### config.mk
export PLATFORM = sky130hd
export DESIGN_NAME = can_frame_signal_dispatcher
export DESIGN_NICKNAME = d
export VERILOG_FILES = /design/src/hw/rtl/cfsd_pkg.sv /design/src/hw/rtl/cfsd_ram.sv /design/src/hw/rtl/cfsd_front.sv /design/src/hw/rtl/cfsd_queue.sv /design/src/hw/rtl/cfsd_back.sv /design/src/hw/rtl/can_frame_signal_dispatcher.sv
export SDC_FILE = /design/constraint.sdc
export NUM_CORES = 2
export LEC_CHECK = 0
export BUFFER_PORTS_ARGS = -buffer_cell sky130_fd_sc_hd__buf_2
export CAP_MARGIN = 40
export CELL_PAD_IN_SITES_DETAIL_PLACEMENT = 1
export CELL_PAD_IN_SITES_GLOBAL_PLACEMENT = 1
export CORE_MARGIN = 2
export CORE_UTILIZATION = 30
export DETAILED_ROUTE_END_ITERATION = 12
export PLACE_DENSITY = 0.48
export SYNTH_ARGS = -nofsm -noshare
export SYNTH_HDL_FRONTEND = slang
export SYNTH_HIERARCHICAL = 1
export SYNTH_SLANG_ARGS = --single-unit
### constraint.sdc
create_clock -name i_clk -period 9.9 [get_ports i_clk]
set_input_delay 1.485 -clock i_clk [delete_from_list [all_inputs] [get_ports i_clk]]
set_output_delay 1.485 -clock i_clk [all_outputs]
set_load 0.005 [all_outputs]
### src/hw/rtl/cfsd_pkg.sv
// shared types, codes and helper functions for the can frame signal dispatcher
// no dependencies; used by every module of the block except cfsd_ram
package cfsd_pkg;

    // input operation codes
    localparam logic OP_FRAME = 1'b0;
    localparam logic OP_TABLE = 1'b1;

    // sensor table word select codes
    localparam logic [1:0] WORD_ID       = 2'd0;
    localparam logic [1:0] WORD_LAYOUT   = 2'd1;
    localparam logic [1:0] WORD_COND_VAL = 2'd2;
    localparam logic [1:0] WORD_COND_EN  = 2'd3;

    // configuration register indexes
    localparam logic [2:0] CFG_START_ID   = 3'd0;
    localparam logic [2:0] CFG_START_SPEC = 3'd1;
    localparam logic [2:0] CFG_STOP_ID    = 3'd2;
    localparam logic [2:0] CFG_STOP_SPEC  = 3'd3;
    localparam logic [2:0] CFG_LAT_ID     = 3'd4;
    localparam logic [2:0] CFG_LONG_ID    = 3'd5;
    localparam logic [2:0] CFG_TIME_ID    = 3'd6;
    localparam logic [2:0] CFG_COUNT      = 3'd7;

    localparam logic [3:0] DLC_FULL   = 4'd8;
    localparam int         TABLE_MAX  = 16;
    localparam int         QUEUE_DEPTH = 2;

    typedef enum logic [2:0] {
        KIND_IGNORED = 3'd0,
        KIND_START   = 3'd1,
        KIND_STOP    = 3'd2,
        KIND_LAT     = 3'd3,
        KIND_LONG    = 3'd4,
        KIND_TIME    = 3'd5,
        KIND_SENSOR  = 3'd6
    } t_kind;

    typedef enum logic [1:0] {
        CLS_WRITE  = 2'd0,
        CLS_DIRECT = 2'd1,
        CLS_SCAN   = 2'd2
    } t_cls;

    typedef enum logic [1:0] {
        ST_IDLE   = 2'd0,
        ST_SCAN   = 2'd1,
        ST_FINISH = 2'd2
    } t_state;

    typedef struct packed {
        logic [28:0] start_id;
        logic [14:0] start_spec;
        logic [28:0] stop_id;
        logic [14:0] stop_spec;
        logic [28:0] lat_id;
        logic [28:0] long_id;
        logic [28:0] time_id;
        logic [4:0]  count;
    } t_cfg;

    // classified item between front and back; data holds the table value on writes
    typedef struct packed {
        t_cls        cls;
        t_kind       kind;
        logic [28:0] id;
        logic [3:0]  dlc;
        logic [63:0] data;
        logic [3:0]  slot;
        logic [1:0]  word;
    } t_qent;

    typedef struct packed {
        t_kind       kind;
        logic        last;
        logic [3:0]  sensor_index;
        logic [31:0] value;
        logic [15:0] coord_sign;
        logic [15:0] coord_characteristic;
        logic        gps_fix;
        logic [7:0]  gps_speed;
        logic [7:0]  gps_hour;
        logic [7:0]  gps_minute;
        logic [7:0]  gps_second;
        logic [23:0] gps_date;
    } t_result;

    function automatic logic [7:0] f_byte(input logic [63:0] d, input logic [2:0] k);
        f_byte = d[{k, 3'b000} +: 8];
    endfunction

    // single result of a frame that needs no table scan, or the ignored result of a scan with no match
    function automatic t_result f_direct(input t_kind kind, input logic [63:0] d);
        t_result res;
        res      = '0;
        res.kind = kind;
        res.last = 1'b1;
        unique case (kind)
            KIND_LAT, KIND_LONG: begin
                res.value                = d[63:32];
                res.coord_sign           = d[15:0];
                res.coord_characteristic = d[31:16];
            end
            KIND_TIME: begin
                res.gps_fix    = (d[7:0] == 8'd1);
                res.gps_speed  = d[15:8];
                res.gps_hour   = d[47:40];
                res.gps_minute = d[55:48];
                res.gps_second = d[63:56];
                res.gps_date   = d[39:16];
            end
            default: begin
            end
        endcase
        return res;
    endfunction

    function automatic t_result f_sensor(input logic [3:0] idx, input logic [31:0] val,
                                         input logic last);
        t_result res;
        res              = '0;
        res.kind         = KIND_SENSOR;
        res.last         = last;
        res.sensor_index = idx;
        res.value        = val;
        return res;
    endfunction

endpackage

### src/hw/rtl/cfsd_ram.sv
// generic single write port ram with registered read
// no dependencies
module cfsd_ram #(
    parameter int WIDTH = 8,
    parameter int DEPTH = 16,
    localparam int AW = (DEPTH > 1) ? $clog2(DEPTH) : 1
) (
    input  logic             i_clk,
    input  logic             i_we,
    input  logic [AW-1:0]    i_waddr,
    input  logic [WIDTH-1:0] i_wdata,
    input  logic [AW-1:0]    i_raddr,
    output logic [WIDTH-1:0] o_rdata
);

    logic [WIDTH-1:0] r_mem [DEPTH];
    logic [WIDTH-1:0] r_rdata;

    always_ff @(posedge i_clk) begin
        if (i_we) begin
            r_mem[i_waddr] <= i_wdata;
        end
        r_rdata <= r_mem[i_raddr];
    end

    assign o_rdata = r_rdata;

endmodule

### src/hw/rtl/cfsd_front.sv
// front end: takes input items and classifies frames against the configured ids
// depends on cfsd_pkg
module cfsd_front (
    input  logic               i_in_valid,
    output logic               o_in_ready,
    input  logic               i_op,
    input  logic [28:0]        i_frame_id,
    input  logic [3:0]         i_frame_dlc,
    input  logic [63:0]        i_frame_data,
    input  logic [3:0]         i_table_slot,
    input  logic [1:0]         i_table_word,
    input  logic [63:0]        i_table_value,
    input  cfsd_pkg::t_cfg     i_cfg,
    input  logic               i_q_full,
    output logic               o_push,
    output cfsd_pkg::t_qent    o_ent
);

    logic start_hit;
    logic stop_hit;
    logic start_ok;
    logic stop_ok;
    logic coord_hit;
    logic time_hit;

    assign start_hit = (i_frame_id == i_cfg.start_id) && (i_frame_dlc == i_cfg.start_spec[14:11]);
    assign stop_hit  = (i_frame_id == i_cfg.stop_id) && (i_frame_dlc == i_cfg.stop_spec[14:11]);
    assign start_ok  = cfsd_pkg::f_byte(i_frame_data, i_cfg.start_spec[10:8])
                       == i_cfg.start_spec[7:0];
    assign stop_ok   = cfsd_pkg::f_byte(i_frame_data, i_cfg.stop_spec[10:8])
                       == i_cfg.stop_spec[7:0];
    assign coord_hit = ((i_frame_id == i_cfg.lat_id) || (i_frame_id == i_cfg.long_id))
                       && (i_frame_dlc == cfsd_pkg::DLC_FULL);
    assign time_hit  = (i_frame_id == i_cfg.time_id) && (i_frame_dlc == cfsd_pkg::DLC_FULL);

    assign o_in_ready = !i_q_full;
    assign o_push     = i_in_valid && !i_q_full;

    always_comb begin
        o_ent      = '0;
        o_ent.id   = i_frame_id;
        o_ent.dlc  = i_frame_dlc;
        o_ent.data = i_frame_data;
        o_ent.slot = i_table_slot;
        o_ent.word = i_table_word;
        o_ent.kind = cfsd_pkg::KIND_IGNORED;
        o_ent.cls  = cfsd_pkg::CLS_SCAN;
        priority if (i_op == cfsd_pkg::OP_TABLE) begin
            o_ent.cls  = cfsd_pkg::CLS_WRITE;
            o_ent.data = i_table_value;
        end else if (start_hit) begin
            // a byte mismatch still ends the checks with an ignored result
            o_ent.cls  = cfsd_pkg::CLS_DIRECT;
            o_ent.kind = start_ok ? cfsd_pkg::KIND_START : cfsd_pkg::KIND_IGNORED;
        end else if (stop_hit) begin
            o_ent.cls  = cfsd_pkg::CLS_DIRECT;
            o_ent.kind = stop_ok ? cfsd_pkg::KIND_STOP : cfsd_pkg::KIND_IGNORED;
        end else if (coord_hit) begin
            o_ent.cls  = cfsd_pkg::CLS_DIRECT;
            o_ent.kind = (i_frame_id == i_cfg.lat_id) ? cfsd_pkg::KIND_LAT
                                                      : cfsd_pkg::KIND_LONG;
        end else if (time_hit) begin
            o_ent.cls  = cfsd_pkg::CLS_DIRECT;
            o_ent.kind = cfsd_pkg::KIND_TIME;
        end else begin
            o_ent.cls  = cfsd_pkg::CLS_SCAN;
        end
    end

endmodule

### src/hw/rtl/cfsd_queue.sv
// short fifo of classified items between front and back
// depends on cfsd_pkg
module cfsd_queue (
    input  logic            i_clk,
    input  logic            i_rst_n,
    input  logic            i_push,
    input  cfsd_pkg::t_qent i_ent,
    output logic            o_full,
    input  logic            i_pop,
    output logic            o_valid,
    output cfsd_pkg::t_qent o_head
);

    localparam int PW = (cfsd_pkg::QUEUE_DEPTH > 1) ? $clog2(cfsd_pkg::QUEUE_DEPTH) : 1;
    localparam int CW = $clog2(cfsd_pkg::QUEUE_DEPTH + 1);

    cfsd_pkg::t_qent r_mem [cfsd_pkg::QUEUE_DEPTH];
    logic [PW-1:0]   r_wr_ptr;
    logic [PW-1:0]   n_wr_ptr;
    logic [PW-1:0]   r_rd_ptr;
    logic [PW-1:0]   n_rd_ptr;
    logic [CW-1:0]   r_cnt;
    logic [CW-1:0]   n_cnt;
    logic            do_push;
    logic            do_pop;

    assign o_full  = (r_cnt == CW'(cfsd_pkg::QUEUE_DEPTH));
    assign o_valid = (r_cnt != '0);
    assign o_head  = r_mem[r_rd_ptr];
    assign do_push = i_push && !o_full;
    assign do_pop  = i_pop && o_valid;

    always_comb begin
        n_wr_ptr = r_wr_ptr;
        n_rd_ptr = r_rd_ptr;
        n_cnt    = r_cnt;
        if (do_push) begin
            n_wr_ptr = (r_wr_ptr == PW'(cfsd_pkg::QUEUE_DEPTH - 1)) ? '0 : r_wr_ptr + PW'(1);
        end
        if (do_pop) begin
            n_rd_ptr = (r_rd_ptr == PW'(cfsd_pkg::QUEUE_DEPTH - 1)) ? '0 : r_rd_ptr + PW'(1);
        end
        if (do_push && !do_pop) begin
            n_cnt = r_cnt + CW'(1);
        end else if (do_pop && !do_push) begin
            n_cnt = r_cnt - CW'(1);
        end
    end

    always_ff @(posedge i_clk) begin
        if (!i_rst_n) begin
            r_wr_ptr <= '0;
            r_rd_ptr <= '0;
            r_cnt    <= '0;
        end else begin
            r_wr_ptr <= n_wr_ptr;
            r_rd_ptr <= n_rd_ptr;
            r_cnt    <= n_cnt;
        end
    end

    always_ff @(posedge i_clk) begin
        if (do_push) begin
            r_mem[r_wr_ptr] <= i_ent;
        end
    end

endmodule

### src/hw/rtl/cfsd_back.sv
// back end: table writes, sensor table scan and the result output register
// depends on cfsd_pkg and cfsd_ram
module cfsd_back #(
    parameter int SENSOR_SLOTS = 16
) (
    input  logic              i_clk,
    input  logic              i_rst_n,
    input  cfsd_pkg::t_cfg    i_cfg,
    input  logic              i_q_valid,
    input  cfsd_pkg::t_qent   i_q_head,
    output logic              o_q_pop,
    output cfsd_pkg::t_result o_out,
    output logic              o_out_valid,
    input  logic              i_out_ready
);

    localparam int AW = (SENSOR_SLOTS > 1) ? $clog2(SENSOR_SLOTS) : 1;
    localparam int MAX_SCAN = (SENSOR_SLOTS < cfsd_pkg::TABLE_MAX) ? SENSOR_SLOTS
                                                                   : cfsd_pkg::TABLE_MAX;

    cfsd_pkg::t_state  r_state;
    cfsd_pkg::t_state  n_state;
    cfsd_pkg::t_qent   r_cur;
    cfsd_pkg::t_qent   n_cur;
    logic [AW-1:0]     r_eval_idx;
    logic [AW-1:0]     n_eval_idx;
    logic              r_pend_vld;
    logic              n_pend_vld;
    logic [AW-1:0]     r_pend_idx;
    logic [AW-1:0]     n_pend_idx;
    logic [31:0]       r_pend_val;
    logic [31:0]       n_pend_val;
    cfsd_pkg::t_result r_out;
    cfsd_pkg::t_result n_out;
    logic              r_out_vld;
    logic              n_out_vld;

    logic [AW-1:0]     rd_addr;
    logic [AW-1:0]     wr_addr;
    logic              wr_en;
    logic              slot_ok;
    logic [28:0]       q_id;
    logic [19:0]       q_lay;
    logic [63:0]       q_cv;
    logic [7:0]        q_ce;
    logic [4:0]        scan_cnt;
    logic [3:0]        lim;
    logic              m_any;
    logic              m_cond_ok;
    logic [31:0]       m_val;
    logic              match;
    logic              out_free;
    logic              at_end;

    assign slot_ok  = 7'(i_q_head.slot) < 7'(SENSOR_SLOTS);
    assign wr_addr  = AW'(i_q_head.slot);
    assign scan_cnt = (i_cfg.count > 5'(MAX_SCAN)) ? 5'(MAX_SCAN) : i_cfg.count;
    assign out_free = !r_out_vld || i_out_ready;
    assign at_end   = (7'(r_eval_idx) == (7'(scan_cnt) - 7'd1));

    cfsd_ram #(.WIDTH(29), .DEPTH(SENSOR_SLOTS)) u_ram_id (
        .i_clk   (i_clk),
        .i_we    (wr_en && (i_q_head.word == cfsd_pkg::WORD_ID)),
        .i_waddr (wr_addr),
        .i_wdata (i_q_head.data[28:0]),
        .i_raddr (rd_addr),
        .o_rdata (q_id)
    );

    cfsd_ram #(.WIDTH(20), .DEPTH(SENSOR_SLOTS)) u_ram_layout (
        .i_clk   (i_clk),
        .i_we    (wr_en && (i_q_head.word == cfsd_pkg::WORD_LAYOUT)),
        .i_waddr (wr_addr),
        .i_wdata (i_q_head.data[19:0]),
        .i_raddr (rd_addr),
        .o_rdata (q_lay)
    );

    cfsd_ram #(.WIDTH(64), .DEPTH(SENSOR_SLOTS)) u_ram_cond_val (
        .i_clk   (i_clk),
        .i_we    (wr_en && (i_q_head.word == cfsd_pkg::WORD_COND_VAL)),
        .i_waddr (wr_addr),
        .i_wdata (i_q_head.data),
        .i_raddr (rd_addr),
        .o_rdata (q_cv)
    );

    cfsd_ram #(.WIDTH(8), .DEPTH(SENSOR_SLOTS)) u_ram_cond_en (
        .i_clk   (i_clk),
        .i_we    (wr_en && (i_q_head.word == cfsd_pkg::WORD_COND_EN)),
        .i_waddr (wr_addr),
        .i_wdata (i_q_head.data[7:0]),
        .i_raddr (rd_addr),
        .o_rdata (q_ce)
    );

    // match of the entry whose read data is on the ram outputs
    always_comb begin
        m_any     = 1'b0;
        m_cond_ok = 1'b1;
        m_val     = '0;
        lim       = (r_cur.dlc > cfsd_pkg::DLC_FULL) ? cfsd_pkg::DLC_FULL : r_cur.dlc;
        for (int k = 0; k < 4; k++) begin
            // position 8 and up is unassigned
            if (!q_lay[4 + 4 * k + 3]) begin
                m_any          = 1'b1;
                m_val[8 * k +: 8] = cfsd_pkg::f_byte(r_cur.data, q_lay[4 + 4 * k +: 3]);
            end
        end
        for (int k = 0; k < 8; k++) begin
            if ((4'(k) < lim) && q_ce[k] && (q_cv[8 * k +: 8] != r_cur.data[8 * k +: 8])) begin
                m_cond_ok = 1'b0;
            end
        end
        match = (q_id == r_cur.id) && (q_lay[3:0] == r_cur.dlc) && m_any && m_cond_ok;
    end

    always_comb begin
        n_state    = r_state;
        n_cur      = r_cur;
        n_eval_idx = r_eval_idx;
        n_pend_vld = r_pend_vld;
        n_pend_idx = r_pend_idx;
        n_pend_val = r_pend_val;
        n_out      = r_out;
        n_out_vld  = r_out_vld && !i_out_ready;
        o_q_pop    = 1'b0;
        wr_en      = 1'b0;
        rd_addr    = '0;
        unique case (r_state)
            cfsd_pkg::ST_IDLE: begin
                if (i_q_valid) begin
                    unique case (i_q_head.cls)
                        cfsd_pkg::CLS_WRITE: begin
                            wr_en   = slot_ok;
                            o_q_pop = 1'b1;
                        end
                        cfsd_pkg::CLS_DIRECT: begin
                            if (out_free) begin
                                n_out     = cfsd_pkg::f_direct(i_q_head.kind, i_q_head.data);
                                n_out_vld = 1'b1;
                                o_q_pop   = 1'b1;
                            end
                        end
                        cfsd_pkg::CLS_SCAN: begin
                            // entry 0 is being read this cycle
                            o_q_pop    = 1'b1;
                            n_cur      = i_q_head;
                            n_pend_vld = 1'b0;
                            n_eval_idx = '0;
                            n_state    = (scan_cnt == '0) ? cfsd_pkg::ST_FINISH
                                                          : cfsd_pkg::ST_SCAN;
                        end
                        default: begin
                        end
                    endcase
                end
            end
            cfsd_pkg::ST_SCAN: begin
                // a match is held back until the next one proves it is not the last
                if (match && r_pend_vld && !out_free) begin
                    rd_addr = r_eval_idx;
                end else begin
                    rd_addr = r_eval_idx + AW'(1);
                    if (match) begin
                        if (r_pend_vld) begin
                            n_out     = cfsd_pkg::f_sensor(4'(r_pend_idx), r_pend_val, 1'b0);
                            n_out_vld = 1'b1;
                        end
                        n_pend_vld = 1'b1;
                        n_pend_idx = r_eval_idx;
                        n_pend_val = m_val;
                    end
                    if (at_end) begin
                        n_state = cfsd_pkg::ST_FINISH;
                    end else begin
                        n_eval_idx = r_eval_idx + AW'(1);
                    end
                end
            end
            cfsd_pkg::ST_FINISH: begin
                if (out_free) begin
                    n_out     = r_pend_vld
                                ? cfsd_pkg::f_sensor(4'(r_pend_idx), r_pend_val, 1'b1)
                                : cfsd_pkg::f_direct(cfsd_pkg::KIND_IGNORED, '0);
                    n_out_vld = 1'b1;
                    n_state   = cfsd_pkg::ST_IDLE;
                end
            end
            default: begin
                n_state = cfsd_pkg::ST_IDLE;
            end
        endcase
    end

    always_ff @(posedge i_clk) begin
        if (!i_rst_n) begin
            r_state    <= cfsd_pkg::ST_IDLE;
            r_pend_vld <= 1'b0;
            r_out_vld  <= 1'b0;
        end else begin
            r_state    <= n_state;
            r_pend_vld <= n_pend_vld;
            r_out_vld  <= n_out_vld;
        end
    end

    always_ff @(posedge i_clk) begin
        r_cur      <= n_cur;
        r_eval_idx <= n_eval_idx;
        r_pend_idx <= n_pend_idx;
        r_pend_val <= n_pend_val;
        r_out      <= n_out;
    end

    assign o_out       = r_out;
    assign o_out_valid = r_out_vld;

endmodule

### src/hw/rtl/can_frame_signal_dispatcher.sv
// A button or gps frame, or a button frame failing its byte check, passes the queue and the
// result output register. Any other frame scans min(sensor_count, 16, SENSOR_SLOTS) table
// entries, one per cycle unless a match meets a held match while the output is busy, over the
// single read port of the table rams, holding the back end until its finish state ends. Table
// writes pass 1 per cycle, direct frames 1 per cycle while the output is free. Reset clears
// configuration, queue and output; the sensor table is undefined until written.
module can_frame_signal_dispatcher #(
    parameter int SENSOR_SLOTS = 16
) (
    input  logic        i_clk,
    input  logic        i_rst_n,
    input  logic        i_in_valid,
    output logic        o_in_ready,
    input  logic        i_op,
    input  logic [28:0] i_frame_id,
    input  logic [3:0]  i_frame_dlc,
    input  logic [63:0] i_frame_data,
    input  logic [3:0]  i_table_slot,
    input  logic [1:0]  i_table_word,
    input  logic [63:0] i_table_value,
    output logic        o_out_valid,
    input  logic        i_out_ready,
    output logic [2:0]  o_kind,
    output logic        o_last,
    output logic [3:0]  o_sensor_index,
    output logic [31:0] o_value,
    output logic [15:0] o_coord_sign,
    output logic [15:0] o_coord_characteristic,
    output logic        o_gps_fix,
    output logic [7:0]  o_gps_speed,
    output logic [7:0]  o_gps_hour,
    output logic [7:0]  o_gps_minute,
    output logic [7:0]  o_gps_second,
    output logic [23:0] o_gps_date,
    input  logic        i_cfg_we,
    input  logic [2:0]  i_cfg_idx,
    input  logic [28:0] i_cfg_wdata
);

    cfsd_pkg::t_cfg    r_cfg;
    cfsd_pkg::t_cfg    n_cfg;
    cfsd_pkg::t_qent   push_ent;
    cfsd_pkg::t_qent   q_head;
    cfsd_pkg::t_result res;
    logic              push;
    logic              q_full;
    logic              q_valid;
    logic              q_pop;

    always_comb begin
        n_cfg = r_cfg;
        if (i_cfg_we) begin
            unique case (i_cfg_idx)
                cfsd_pkg::CFG_START_ID:   n_cfg.start_id   = i_cfg_wdata;
                cfsd_pkg::CFG_START_SPEC: n_cfg.start_spec = i_cfg_wdata[14:0];
                cfsd_pkg::CFG_STOP_ID:    n_cfg.stop_id    = i_cfg_wdata;
                cfsd_pkg::CFG_STOP_SPEC:  n_cfg.stop_spec  = i_cfg_wdata[14:0];
                cfsd_pkg::CFG_LAT_ID:     n_cfg.lat_id     = i_cfg_wdata;
                cfsd_pkg::CFG_LONG_ID:    n_cfg.long_id    = i_cfg_wdata;
                cfsd_pkg::CFG_TIME_ID:    n_cfg.time_id    = i_cfg_wdata;
                cfsd_pkg::CFG_COUNT:      n_cfg.count      = i_cfg_wdata[4:0];
                default: begin
                end
            endcase
        end
    end

    always_ff @(posedge i_clk) begin
        if (!i_rst_n) begin
            r_cfg <= '0;
        end else begin
            r_cfg <= n_cfg;
        end
    end

    cfsd_front u_front (
        .i_in_valid    (i_in_valid),
        .o_in_ready    (o_in_ready),
        .i_op          (i_op),
        .i_frame_id    (i_frame_id),
        .i_frame_dlc   (i_frame_dlc),
        .i_frame_data  (i_frame_data),
        .i_table_slot  (i_table_slot),
        .i_table_word  (i_table_word),
        .i_table_value (i_table_value),
        .i_cfg         (r_cfg),
        .i_q_full      (q_full),
        .o_push        (push),
        .o_ent         (push_ent)
    );

    cfsd_queue u_queue (
        .i_clk   (i_clk),
        .i_rst_n (i_rst_n),
        .i_push  (push),
        .i_ent   (push_ent),
        .o_full  (q_full),
        .i_pop   (q_pop),
        .o_valid (q_valid),
        .o_head  (q_head)
    );

    cfsd_back #(.SENSOR_SLOTS(SENSOR_SLOTS)) u_back (
        .i_clk       (i_clk),
        .i_rst_n     (i_rst_n),
        .i_cfg       (r_cfg),
        .i_q_valid   (q_valid),
        .i_q_head    (q_head),
        .o_q_pop     (q_pop),
        .o_out       (res),
        .o_out_valid (o_out_valid),
        .i_out_ready (i_out_ready)
    );

    assign o_kind                 = res.kind;
    assign o_last                 = res.last;
    assign o_sensor_index         = res.sensor_index;
    assign o_value                = res.value;
    assign o_coord_sign           = res.coord_sign;
    assign o_coord_characteristic = res.coord_characteristic;
    assign o_gps_fix              = res.gps_fix;
    assign o_gps_speed            = res.gps_speed;
    assign o_gps_hour             = res.gps_hour;
    assign o_gps_minute           = res.gps_minute;
    assign o_gps_second           = res.gps_second;
    assign o_gps_date             = res.gps_date;

endmodule
==> results.json <==
{
  "fin_crit_sh_pct": 63.3,
  "synthFlopType": "edfxtp_1",
  "placementRows": 219,
  "worst_path_max_delay_cell": "nor4_1",
  "yosys.area_share.simple_pct": 3.39,
  "cp.depth": 12,
  "wl_per_cell_um": 31.4,
  "synth.mux.area_fraction_pct": 16.4,
  "p_leak_uw": 0.0407,
  "synth_edf_count": 2418,
  "critPathKind": "reg2reg",
  "cts_buffers": 318,
  "clockPowerShare_pct": 38.1,
  "critPathMaxStageDelay_ns": 0.83,
  "swShare_pct": 27.5,
  "ios": 336,
  "synthAdderAreaFrac_pct": 0.0935,
  "finalSetupViolations": 0,
  "crit_path_max_fanout": 45,
  "internal_power_uw": 22100,
  "arrival_ns": 7.01,
  "period_minus_slack_ns": 6.27,
  "grtUsageTotal_pct": 18.8,
  "drive_gt1_share_pct": 28.9,
  "tightestPinTransition_ns": 1.10,
  "p_comb_share_pct": 14.7,
  "root_buffer": "clkbuf_16",
  "ys.warnings.count": 6,
  "grt_pass1_wl_um": 478000,
  "yosys_register_bits": 2728,
  "initial_core_util_pct": 30.1,
  "synth_top_family_by_area": "multiplexers",
  "hold_viol": 0,
  "worstHoldPathType": "reg2reg",
  "path_cells": "xor2_1 -> nor4_1 -> nand3_1 -> nor4_1 -> and4_1 -> and2b_1 -> mux2_8 -> buf_16 -> buf_4 -> mux4_1 -> a22oi_1 -> nand2_1",
  "crit_buf_inv": 2,
  "slew-limit-headroom_pct": 26.4,
  "power_frac_seq_pct": 47.2,
  "grt_setup_unrepaired": "false",
  "p_per_area_mw_per_mm2": 242,
  "final_common_cell": "edfxtp_1",
  "area_delta_synth_final_pct": 17.6,
  "grt_max_degree": 130,
  "io_buffers": 335,
  "max_cap_violations": 0,
  "endpoint_kind": "register",
  "worstRegToRegCells": 12,
  "syn_area_mm2": 0.107,
  "postCtsHoldBufs": 0,
  "worstHoldPathCells": 2,
  "fin_skew_ns": 0.0739,
  "dp_cells": 10400,
  "hpwlAfterDp_um": 214000,
  "setup_tns_ns": 0,
  "vias": 55000,
  "final_cells": 11000,
  "violations": "DRC",
  "power_uw": 30500,
  "synth_cell_type_count": 77,
  "slew_viol_final": 0,
  "cts.clk_slew.worst_paths_ns": 0.06,
  "grt_pass1_vias": 58400,
  "switchingPower_uw": 8380,
  "cts_buffer_depth": 4,
  "cts_setup_buffers": 0,
  "htreeDepth": 5,
  "cts_tree": "yes",
  "cp_common_cell": "nor4_1",
  "timing.hold.ws_ns": 0.467,
  "clk_latency_ns": 0.93,
  "fin_nets": 6194,
  "dieArea_mm2": 0.362,
  "synthXorXnorAreaFrac_pct": 2.25,
  "die_height_um": 601,
  "die_w_um": 601,
  "vdd.ir_drop.worst_mv": 0.148,
  "synth_compound_area_share_pct": 2.34,
  "syn_nets": 5686,
  "cp.required_ns": 10.64,
  "totalWireLength_um": 347000,
  "core_mm2": 0.356,
  "ys_seq_area_share_pct": 73.6,
  "cp_top_family": "simple AND/OR/NAND/NOR gates",
  "async_reset_ff_share_pct": 0,
  "final_cell_mix": "edfxtp_1 (2418), mux4_2 (538), nand2_1 (386), buf_2 (334), clkbuf_16 (327)",
  "grt-ovfl-total": 0,
  "postRouteAntennaNets": 0,
  "cts_resized": 0,
  "antenna_found_initial": 47,
  "syn_avg_cell_area_um2": 19.6,
  "status": "complete, but fails checks",
  "drt-vias-per-instance": 4.99,
  "drc": 24,
  "max_freq_mhz": 160,
  "drt_pass1_iterations": 9,
  "routabilityCongestion": 0.796,
  "initialDrtViolationCount": 4489,
  "critPathLaunchType": "register",
  "clock_sinks": 2728,
  "netlist_instances": 5473
}
-- cell usage after synthesis, types with 7 or more instances --
cell type     n  share of area [%]
a21oi_1      12              0.056
a22oi_1     242                1.7
a32o_1       32               0.30
and2_1       13              0.076
and3_1       11              0.064
buf_1        27              0.095
buf_2        64               0.30
buf_4        60               0.42
buf_6        39               0.41
clkbuf_1    160               0.56
dfxtp_1     310                5.8
edfxtp_1   2418                 68
ha_1          8              0.093
inv_1        16              0.056
mux2_2      152                1.6
mux2_4       20               0.28
mux2i_1     231                2.2
mux4_1       42                1.0
mux4_2      538                 11
nand2_1     386                1.4
nand2b_1     13              0.076
nand3_1      13              0.061
nand3b_1     11              0.077
nand4_1      30               0.18
nor2_1      152               0.53
nor2b_1      12              0.070
nor3_1       22               0.10
nor3b_1      34               0.24
nor4_1       52               0.30
o21ai_0       7              0.033
xnor2_1      92               0.75
xor2_1      181                1.5
-- registers in the layout, indices dropped and copies added (netlist names), 8 cells and up, named ones only --
signal / cells
u_back/u_ram_id/o_rdata: 29
u_back/r_cur: 97
u_back/u_ram_cond_val/r_mem: 1024
u_back/u_ram_layout/o_rdata: 20
u_back/r_pend_val: 32
u_back/u_ram_cond_en/r_mem: 128
u_back/u_ram_layout/r_mem: 320
u_back/o_out: 129
r_cfg: 180
u_queue/r_mem: 216
u_back/u_ram_cond_en/o_rdata: 8
u_back/u_ram_id/r_mem: 464
u_back/u_ram_cond_val/o_rdata: 64
-- cell families (layout without fill, tap and decap cells) --
group | count (synthesis) | in the layout
buffers and inverters | 374 | 1148
other | 0 | 28
and+or+nand+nor | 777 | 777
muxes | 984 | 984
AOI/OAI and AO/OA | 328 | 328
DFF | 2728 | 2728
adders and majority gates | 8 | 8
xor gates and xnor gates | 274 | 274
-- cell type report --
| cell class | count | area [um2] |
|---|---|---|
| fill | 35200 | 230000 |
| sequential | 2728 | 78800 |
| multi-input combinational | 2371 | 26700 |
| clock buffer | 459 | 9030 |
| tap | 4751 | 5940 |
| timing repair buffer | 546 | 4110 |
| clock inverter | 127 | 1240 |
| antenna | 28 | 70.1 |
| inverter | 16 | 63.8 |
-- layer usage --
| metal | track usage (%) | wire, um | vias up |
|---|---|---|---|
| met5 | 0 | 89 | - |
| met4 | 4.41 | 7630 | 14 |
| met3 | 2.58 | 14900 | 419 |
| met2 | 33.6 | 180000 | 1275 |
| met1 | 24.0 | 144000 | 30200 |
| li1 | - | - | 23100 |
-- worst reg2reg max path: stages (launching register included) --
cell and delay [ns]:
dfxtp_1 0.58, xor2_1 0.27, nor4_1 0.83, nand3_1 0.20, nor4_1 0.56, and4_1 0.63, and2b_1 0.34, mux2_8 0.34
buf_16 0.38, buf_4 0.72, mux4_1 0.72, a22oi_1 0.33, nand2_1 0.26
-- power by group through the flow --
stage	Combinational, uW	Sequential, uW	Clock (uW)
floorplan	2180	14500	0
global placement	4350	14700	0
detailed placement	4620	14600	0
CTS	4620	14400	11900
global route	4770	14400	12300
finish	4480	14400	11600
-- through the flow --
stage,cell area (um2),utilization [%],setup WS [ns]
floorplan,107000,-,1.09
global placement,115000,32.2,3.29
detailed placement,116000,32.5,3.49
CTS,126000,35.4,3.49
global route,126000,35.4,3.37
finish,126000,35.4,3.63
-- path summary, 6_finish.rpt --
kind                                  start                             end  slack [ns]
max          u_back/u_ram_layout/o_rdata[0]  u_back/u_ram_layout/o_rdata[1]        3.63
min                              r_cfg[179]                      r_cfg[179]        0.47
max reg2reg  u_back/u_ram_layout/o_rdata[0]  u_back/u_ram_layout/o_rdata[1]        3.63
min reg2reg                      r_cfg[179]                      r_cfg[179]        0.47
Power figures use the tool's default switching activity.
